$ cat src/sv/bal_pkg.sv
package bal_pkg;

	localparam int MODE_W      = 2;
	localparam int INDEX_W     = 4;
	localparam int VALUE_IN_W  = 32;
	localparam int VALUE_OUT_W = 32;
	localparam int STATUS_W    = 2;
	localparam int COUNT_OUT_W = 5;

	typedef enum logic [MODE_W-1:0] {
		MODE_APPEND = 2'd0,
		MODE_READ   = 2'd1,
		MODE_REMOVE = 2'd2,
		MODE_NONE   = 2'd3
	} bal_mode_t;

	typedef enum logic [STATUS_W-1:0] {
		STATUS_OK      = 2'd0,
		STATUS_EMPTY   = 2'd1,
		STATUS_INVALID = 2'd2,
		STATUS_FULL    = 2'd3
	} bal_status_t;

	typedef enum logic [2:0] {
		ST_IDLE,
		ST_EXEC,
		ST_SHIFT,
		ST_RD_FIRST,
		ST_RD_LAST,
		ST_DONE
	} bal_state_t;

	typedef struct packed {
		logic [VALUE_OUT_W-1:0] read_value;
		bal_status_t            status;
		logic [COUNT_OUT_W-1:0] count;
		logic                   is_empty;
		logic [VALUE_OUT_W-1:0] first_value;
		logic [VALUE_OUT_W-1:0] last_value;
	} bal_result_t;

endpackage

$ cat src/sv/bal_mem.sv
module bal_mem #(
	parameter int DEPTH = 16,
	parameter int WIDTH = 32,
	parameter int AW    = 4
) (
	input  logic             clk,
	input  logic             we,
	input  logic [AW-1:0]    waddr,
	input  logic [WIDTH-1:0] wdata,
	input  logic             re,
	input  logic [AW-1:0]    raddr,
	output logic [WIDTH-1:0] rdata
);

	logic [WIDTH-1:0] mem_q [DEPTH];
	logic [WIDTH-1:0] rdata_q;

	always_ff @(posedge clk) begin
		if (we) begin
			mem_q[waddr] <= wdata;
		end
		// read data holds while re is low
		if (re) begin
			rdata_q <= mem_q[raddr];
		end
	end

	assign rdata = rdata_q;

endmodule

$ cat src/sv/bal_ctrl.sv
module bal_ctrl #(
	parameter int CAPACITY_ENTRIES = 16,
	parameter int VALUE_WIDTH      = 32,
	parameter int AW               = 4
) (
	input  logic                             clk,
	input  logic                             arst_n,
	input  logic                             in_valid,
	output logic                             in_stall,
	input  logic [bal_pkg::MODE_W-1:0]       mode,
	input  logic [bal_pkg::INDEX_W-1:0]      index,
	input  logic [bal_pkg::VALUE_IN_W-1:0]   value,
	output logic                             res_valid,
	input  logic                             res_take,
	output bal_pkg::bal_result_t             res,
	output logic                             mem_we,
	output logic [AW-1:0]                    mem_waddr,
	output logic [VALUE_WIDTH-1:0]           mem_wdata,
	output logic                             mem_re,
	output logic [AW-1:0]                    mem_raddr,
	input  logic [VALUE_WIDTH-1:0]           mem_rdata
);

	import bal_pkg::*;

	localparam int CW = $clog2(CAPACITY_ENTRIES + 1);
	localparam int XW = (CW > INDEX_W) ? CW : INDEX_W;
	localparam logic [CW-1:0] CAP_C = CW'(CAPACITY_ENTRIES);

	bal_state_t              state_q, state_d;
	bal_mode_t               mode_q;
	logic [INDEX_W-1:0]      index_q;
	logic [VALUE_IN_W-1:0]   value_q;
	logic [CW-1:0]           count_q;
	logic [CW-1:0]           ptr_q;
	logic                    pend_s1;
	logic [AW-1:0]           waddr_s1;
	bal_status_t             status_q;
	logic                    read_ok_q;
	logic [VALUE_OUT_W-1:0]  rdv_q;
	logic [VALUE_OUT_W-1:0]  first_q;

	logic [XW-1:0] idx_x;
	logic [XW-1:0] cnt_x;
	logic [CW-1:0] cnt_m1;
	logic [CW-1:0] ptr_m1;
	logic          idx_bad;
	logic          full;
	logic          issue;
	logic          empty;
	logic          remove_ok;

	assign idx_x     = XW'(index_q);
	assign cnt_x     = XW'(count_q);
	assign cnt_m1    = count_q - CW'(1);
	assign ptr_m1    = ptr_q - CW'(1);
	assign idx_bad   = idx_x >= cnt_x;
	assign full      = count_q == CAP_C;
	assign empty     = count_q == '0;
	assign issue     = ptr_q < count_q;
	assign remove_ok = (mode_q == MODE_REMOVE) && !empty && !idx_bad;

	always_comb begin
		state_d = state_q;
		unique case (state_q)
			ST_IDLE:     if (in_valid) state_d = ST_EXEC;
			ST_EXEC:     state_d = remove_ok ? ST_SHIFT : ST_RD_FIRST;
			ST_SHIFT:    if (!issue) state_d = ST_RD_FIRST;
			ST_RD_FIRST: state_d = ST_RD_LAST;
			ST_RD_LAST:  state_d = ST_DONE;
			ST_DONE:     if (res_take) state_d = ST_IDLE;
			default:     state_d = ST_IDLE;
		endcase
	end

	always_comb begin
		in_stall  = state_q != ST_IDLE;
		res_valid = state_q == ST_DONE;
		mem_we    = 1'b0;
		mem_waddr = count_q[AW-1:0];
		mem_wdata = VALUE_WIDTH'(value_q);
		mem_re    = 1'b0;
		mem_raddr = '0;
		unique case (state_q)
			ST_EXEC: begin
				mem_we    = (mode_q == MODE_APPEND) && !full;
				mem_re    = 1'b1;
				mem_raddr = idx_x[AW-1:0];
			end
			ST_SHIFT: begin
				// read entry ptr while the entry read last cycle lands one place lower
				mem_re    = issue;
				mem_raddr = ptr_q[AW-1:0];
				mem_we    = pend_s1;
				mem_waddr = waddr_s1;
				mem_wdata = mem_rdata;
			end
			ST_RD_FIRST: begin
				mem_re = 1'b1;
			end
			ST_RD_LAST: begin
				mem_re    = 1'b1;
				mem_raddr = cnt_m1[AW-1:0];
			end
			default: begin
			end
		endcase
	end

	always_ff @(posedge clk or negedge arst_n) begin
		if (!arst_n) begin
			state_q <= ST_IDLE;
			count_q <= '0;
			pend_s1 <= 1'b0;
		end else begin
			state_q <= state_d;
			unique case (state_q)
				ST_EXEC: begin
					pend_s1 <= 1'b0;
					if ((mode_q == MODE_APPEND) && !full) begin
						count_q <= count_q + CW'(1);
					end
				end
				ST_SHIFT: begin
					pend_s1 <= issue;
					if (!issue) begin
						count_q <= cnt_m1;
					end
				end
				default: begin
				end
			endcase
		end
	end

	always_ff @(posedge clk) begin
		unique case (state_q)
			ST_IDLE: begin
				if (in_valid) begin
					mode_q  <= bal_mode_t'(mode);
					index_q <= index;
					value_q <= value;
				end
			end
			ST_EXEC: begin
				rdv_q     <= '0;
				read_ok_q <= (mode_q == MODE_READ) && !idx_bad;
				ptr_q     <= CW'(idx_x + XW'(1));
				unique case (mode_q)
					MODE_APPEND: status_q <= full ? STATUS_FULL : STATUS_OK;
					MODE_READ:   status_q <= idx_bad ? STATUS_INVALID : STATUS_OK;
					MODE_REMOVE: begin
						if (empty) begin
							status_q <= STATUS_EMPTY;
						end else begin
							status_q <= idx_bad ? STATUS_INVALID : STATUS_OK;
						end
					end
					MODE_NONE: status_q <= STATUS_OK;
					default:   status_q <= STATUS_OK;
				endcase
			end
			ST_SHIFT: begin
				if (issue) begin
					ptr_q    <= ptr_q + CW'(1);
					waddr_s1 <= ptr_m1[AW-1:0];
				end
			end
			ST_RD_FIRST: begin
				if (read_ok_q) begin
					rdv_q <= VALUE_OUT_W'(mem_rdata);
				end
			end
			ST_RD_LAST: begin
				first_q <= VALUE_OUT_W'(mem_rdata);
			end
			default: begin
			end
		endcase
	end

	// last entry stays on the read port through the done state
	always_comb begin
		res.read_value  = rdv_q;
		res.status      = status_q;
		res.count       = COUNT_OUT_W'(count_q);
		res.is_empty    = empty;
		res.first_value = empty ? '0 : first_q;
		res.last_value  = empty ? '0 : VALUE_OUT_W'(mem_rdata);
	end

endmodule

$ cat src/sv/bounded_array_list_top.sv
// Ordered list of up to CAPACITY_ENTRIES values held in a single-port-read,
// single-port-write memory with registered read data. One item is worked on
// at a time. Append, read, a remove that is refused and the idle mode pass
// through the execute, first-read, last-read and done states; a successful
// remove also shifts the entries above the removed one down one place, one entry per
// cycle through the memory's read and write ports. A finished result waits
// in an output register, so the next item is accepted while it is unclaimed.
module bounded_array_list_top #(
	parameter int CAPACITY_ENTRIES = 16,
	parameter int VALUE_WIDTH      = 32
) (
	input  logic                             clk,
	input  logic                             arst_n,
	input  logic                             in_valid,
	output logic                             in_stall,
	input  logic [bal_pkg::MODE_W-1:0]       mode,
	input  logic [bal_pkg::INDEX_W-1:0]      index,
	input  logic [bal_pkg::VALUE_IN_W-1:0]   value,
	output logic                             out_valid,
	input  logic                             out_stall,
	output logic [bal_pkg::VALUE_OUT_W-1:0]  read_value,
	output logic [bal_pkg::STATUS_W-1:0]     status,
	output logic [bal_pkg::COUNT_OUT_W-1:0]  count,
	output logic                             is_empty,
	output logic [bal_pkg::VALUE_OUT_W-1:0]  first_value,
	output logic [bal_pkg::VALUE_OUT_W-1:0]  last_value
);

	import bal_pkg::*;

	localparam int AW = (CAPACITY_ENTRIES > 1) ? $clog2(CAPACITY_ENTRIES) : 1;

	logic                   mem_we;
	logic [AW-1:0]          mem_waddr;
	logic [VALUE_WIDTH-1:0] mem_wdata;
	logic                   mem_re;
	logic [AW-1:0]          mem_raddr;
	logic [VALUE_WIDTH-1:0] mem_rdata;
	logic                   res_valid;
	logic                   res_take;
	bal_result_t            res;
	bal_result_t            out_q;
	logic                   out_valid_q;

	bal_mem #(
		.DEPTH(CAPACITY_ENTRIES),
		.WIDTH(VALUE_WIDTH),
		.AW   (AW)
	) u_mem (
		.clk  (clk),
		.we   (mem_we),
		.waddr(mem_waddr),
		.wdata(mem_wdata),
		.re   (mem_re),
		.raddr(mem_raddr),
		.rdata(mem_rdata)
	);

	bal_ctrl #(
		.CAPACITY_ENTRIES(CAPACITY_ENTRIES),
		.VALUE_WIDTH     (VALUE_WIDTH),
		.AW              (AW)
	) u_ctrl (
		.clk      (clk),
		.arst_n   (arst_n),
		.in_valid (in_valid),
		.in_stall (in_stall),
		.mode     (mode),
		.index    (index),
		.value    (value),
		.res_valid(res_valid),
		.res_take (res_take),
		.res      (res),
		.mem_we   (mem_we),
		.mem_waddr(mem_waddr),
		.mem_wdata(mem_wdata),
		.mem_re   (mem_re),
		.mem_raddr(mem_raddr),
		.mem_rdata(mem_rdata)
	);

	assign res_take = res_valid && (!out_valid_q || !out_stall);

	always_ff @(posedge clk or negedge arst_n) begin
		if (!arst_n) begin
			out_valid_q <= 1'b0;
		end else if (res_take) begin
			out_valid_q <= 1'b1;
		end else if (!out_stall) begin
			out_valid_q <= 1'b0;
		end
	end

	always_ff @(posedge clk) begin
		if (res_take) begin
			out_q <= res;
		end
	end

	assign out_valid   = out_valid_q;
	assign read_value  = out_q.read_value;
	assign status      = out_q.status;
	assign count       = out_q.count;
	assign is_empty    = out_q.is_empty;
	assign first_value = out_q.first_value;
	assign last_value  = out_q.last_value;

	a_busy_after_accept: assert property (@(posedge clk) disable iff (!arst_n)
		in_valid && !in_stall |=> in_stall)
		else $error("input taken while an item is in flight");

	a_read_value_only_ok: assert property (@(posedge clk) disable iff (!arst_n)
		out_valid && (status != STATUS_OK) |-> read_value == '0)
		else $error("read value set on a failed operation");

	a_empty_fields: assert property (@(posedge clk) disable iff (!arst_n)
		out_valid && is_empty |-> (first_value == '0) && (last_value == '0) && (count == '0))
		else $error("empty list shows entries");

endmodule
$ cat config.mk
export PLATFORM = sky130hd
export DESIGN_NAME = bounded_array_list_top
export DESIGN_NICKNAME = d
export VERILOG_FILES = /design/src/sv/bal_pkg.sv /design/src/sv/bal_mem.sv /design/src/sv/bal_ctrl.sv /design/src/sv/bounded_array_list_top.sv
export SDC_FILE = /design/constraint.sdc
export NUM_CORES = 1
export LEC_CHECK = 0
export ABC_CLOCK_PERIOD_IN_PS = 8100
export BUFFER_PORTS_ARGS = -buffer_cell sky130_fd_sc_hd__buf_4
export CAP_MARGIN = 20
export CORE_MARGIN = 8
export CORE_UTILIZATION = 60
export DETAILED_ROUTE_END_ITERATION = 10
export GPL_TIMING_DRIVEN = 0
export PLACE_DENSITY_LB_ADDON = 0.05
export SYNTH_ARGS = -nofsm -noshare
export SYNTH_HDL_FRONTEND = slang
export SYNTH_SLANG_ARGS = --single-unit
$ cat constraint.sdc
create_clock -name clk -period 8.1 [get_ports clk]
set_input_delay 1.215 -clock clk [delete_from_list [all_inputs] [get_ports clk]]
set_output_delay 1.215 -clock clk [all_outputs]
set_load 0.05 [all_outputs]
==> out/metrics.cfg <==
[timing]
setup_viol=0
fin_crit_sh_pct=46.3
slew_viol_final=0
tightest_slew_ps=1140
rsz0062_at_grt=no
timing.hold.ws_ps=417
slew_headroom_pct=23.6
finalClockSkew_ps=19.6
max_freq_ghz=0.267
period_minus_slack_ps=3750
finalHoldViolCount=0

[synthesis]
syn_area_um2=29800
synth_top_area_cell=edfxtp_1
synth.area.top_cells=edfxtp_1 77%, mux2i_1 8.6%, a22oi_1 3.3%, nand2_1 1.9%, nor2b_1 1.4%
syn_area_per_cell_um2=17.4
syn_nets=1763
syn_inst=1708
synth_top_area_share_pct=76.9
yosysWarnings=0
synth_cell_types=52
synth_seq_cells=772
ys_seq_area_share_pct=77.7

[layout]
final_common_cell=edfxtp_1
fin_area_um2=34700
fin_util_pct=70.9
final_cell_mix=762 x edfxtp_1, 257 x mux2i_1, 152 x buf_4
syn_to_final_growth_pct=16.7
drive_gt1_share_pct=16.7
stdcell_count=2677
layout.nets=2012

[place]
io_buffers=147
placed_area_um2=32400
place_congestion=0.900
dp_hpwl_um=43500
dpl.cell_count=2543

[pwr]
leakage_nw=12.8
power_density_nw_per_um2=396
total_power_mw=13.7
ir_worst_vdd_mv=0.337

[cts]
clk_pin_slew_ps=60
cts_sinks=772
cts_setup_buffers=0
cts_resized=0
cts_tree=built
numCtsBuffers=76
clk_latency_ps=610
postCtsHoldBufs=0
clockRootBuffer=clkbuf_16
htreeDepth=3
clock_path_buffers=3

[floorplan]
die_area_um2=57000
initial_core_util_pct=60.8
die_h_um=239
fp.coreArea_um2=49000
pin_count=148
rows=81
die_w_um=239

[min_path]
hold_path.class=flip-flop to flip-flop

[worst_setup_path]
worst_path_max_delay_cell=clkbuf_1
criticalPathCategory=flip-flop to flip-flop
worstSetupStartpointType=flip-flop
crit_family=buffers and inverters
slowest_delay_ps=720
worstPathCellList=clkbuf_1 > inv_1 > ha_1 > inv_1 > a221o_2 > nor3_2 > clkbuf_1 > a22oi_1 > nand2_1 > a21oi_1
arrival_ps=4050
crit_fanout=10
crit_required_ps=8400
end_kind=flip-flop
critPathBufInv=4

[global_route]
grt_usage_pct=23.5
grt.overflow.total=0
grt_pass1_wl_um=99600
grt_pass1_vias=15900
grt_max_degree=33
antenna_found_initial=0

[detailed_routing]
drt_iter0_drc=1303
via_per_inst=5.90
drc=0
firstDrtPassIters=5
final_antenna_net_count=0
postRouteWirelength_um=66700
wl_per_cell_um=24.9
vias=15800

[flow_run]
drv_cap=0

[run_status]
status=finished clean

## cells in the mapped netlist (all sizes together)
cell and n:
a2111oi 1, a211o 2, a211oi 2, a21boi 1, a21o 6, a21oi 72
a221o 2, a221oi 1, a222oi 1, a22oi 129, a31o 1, a31oi 7
a32o 2, and2 1, and2b 1, and3 34, and4bb 1, buf 41
clkbuf 49, dfrtp 10, edfxtp 762, ha 13, inv 16, mux2i 257
nand2 149, nand2b 7, nand3 2, nand3b 3, nor2 29, nor2b 68
nor3 12, nor3b 2, nor4 3, o211ai 1, o21a 1, o21ai 4
o22ai 1, o2bb2ai 1, o31a 1, or3 2, xnor2 7, xor2 3
## final cells by class
type | instances | area, um2
diodes | 1 | 2.50
plain buffers | 90 | 564
clock buffers | 94 | 1990
clock inverters | 39 | 358
fillers | 3116 | 14200
inverters | 16 | 60.1
multi-input cells | 830 | 6160
flip-flops and latches | 772 | 23100
well taps | 664 | 831
repair buffers | 171 | 1630
## logic make-up (layout without fill, tap and decap cells)
group	after synthesis	in the layout	share of synthesized area (%)
flip-flops	772	772	77.7
AND/OR/NAND/NOR	314	314	5.22
buffers and inverters	106	410	2.10
adder cells (fa/ha/maj)	13	13	0.546
AO/OA/AOI/OAI	236	236	5.50
XOR/XNOR	10	10	0.294
other	0	1	0
multiplexers	257	257	8.64
## stage by stage
stage,worst slack (ps),TNS [ps]
5_1_grt,4220,0
4_1_cts,4410,0
3_5_place_dp,4430,0
2_1_floorplan,1250,0
3_3_place_gp,-628,-62240
6_report,4350,0
## where the power goes
group	internal (mW)	switching (mW)
sequential	5.50	0.300
clock	1.94	1.42
combinational	1.53	3.06
## sequential cells by signal, summed over array words and instances (netlist names), 4 cells and up
name,count
u_ctrl.waddr_s1,4
u_ctrl.ptr_q,5
u_ctrl.first_q,32
read_value,32
count,5
u_mem.rdata,32
u_ctrl.index_q,4
first_value,32
last_value,32
u_ctrl.cnt_x,5
u_mem.mem_q,512
u_ctrl.rdv_q,32
u_ctrl.value_q,32
## layer usage
| metal | routed length, um | track usage, % | part of all wire, % | vias to the layer above |
|---|---|---|---|---|
| met4 | 1840 | 8.15 | 2.8 | 0 |
| li1 | - | - | - | 7126 |
| met5 | 0 | 0 | 0 | - |
| met1 | 27600 | 31.3 | 41 | 8023 |
| met2 | 33100 | 39.2 | 50 | 546 |
| met3 | 4150 | 3.83 | 6.2 | 111 |
## final timing paths
| path | start | end | slack (ps) | cells past startpoint |
|---|---|---|---|---|
| setup / recovery | u_ctrl.cnt_x[1] | u_mem.rdata[18] | 4350 | 10 |
| min in group asynchronous | arst_n | u_ctrl.state_q[1] | 430 | 1 |
| hold / removal | u_ctrl.rdv_q[4] | read_value[4] | 420 | 0 |
| max in group asynchronous | arst_n | u_ctrl.state_q[0] | 7510 | 1 |
| hold reg to reg | u_ctrl.rdv_q[4] | read_value[4] | 420 | 0 |
| setup reg to reg | u_ctrl.cnt_x[1] | u_mem.rdata[18] | 4350 | 10 |
No activity file was read; power rests on OpenSTA's default activity.
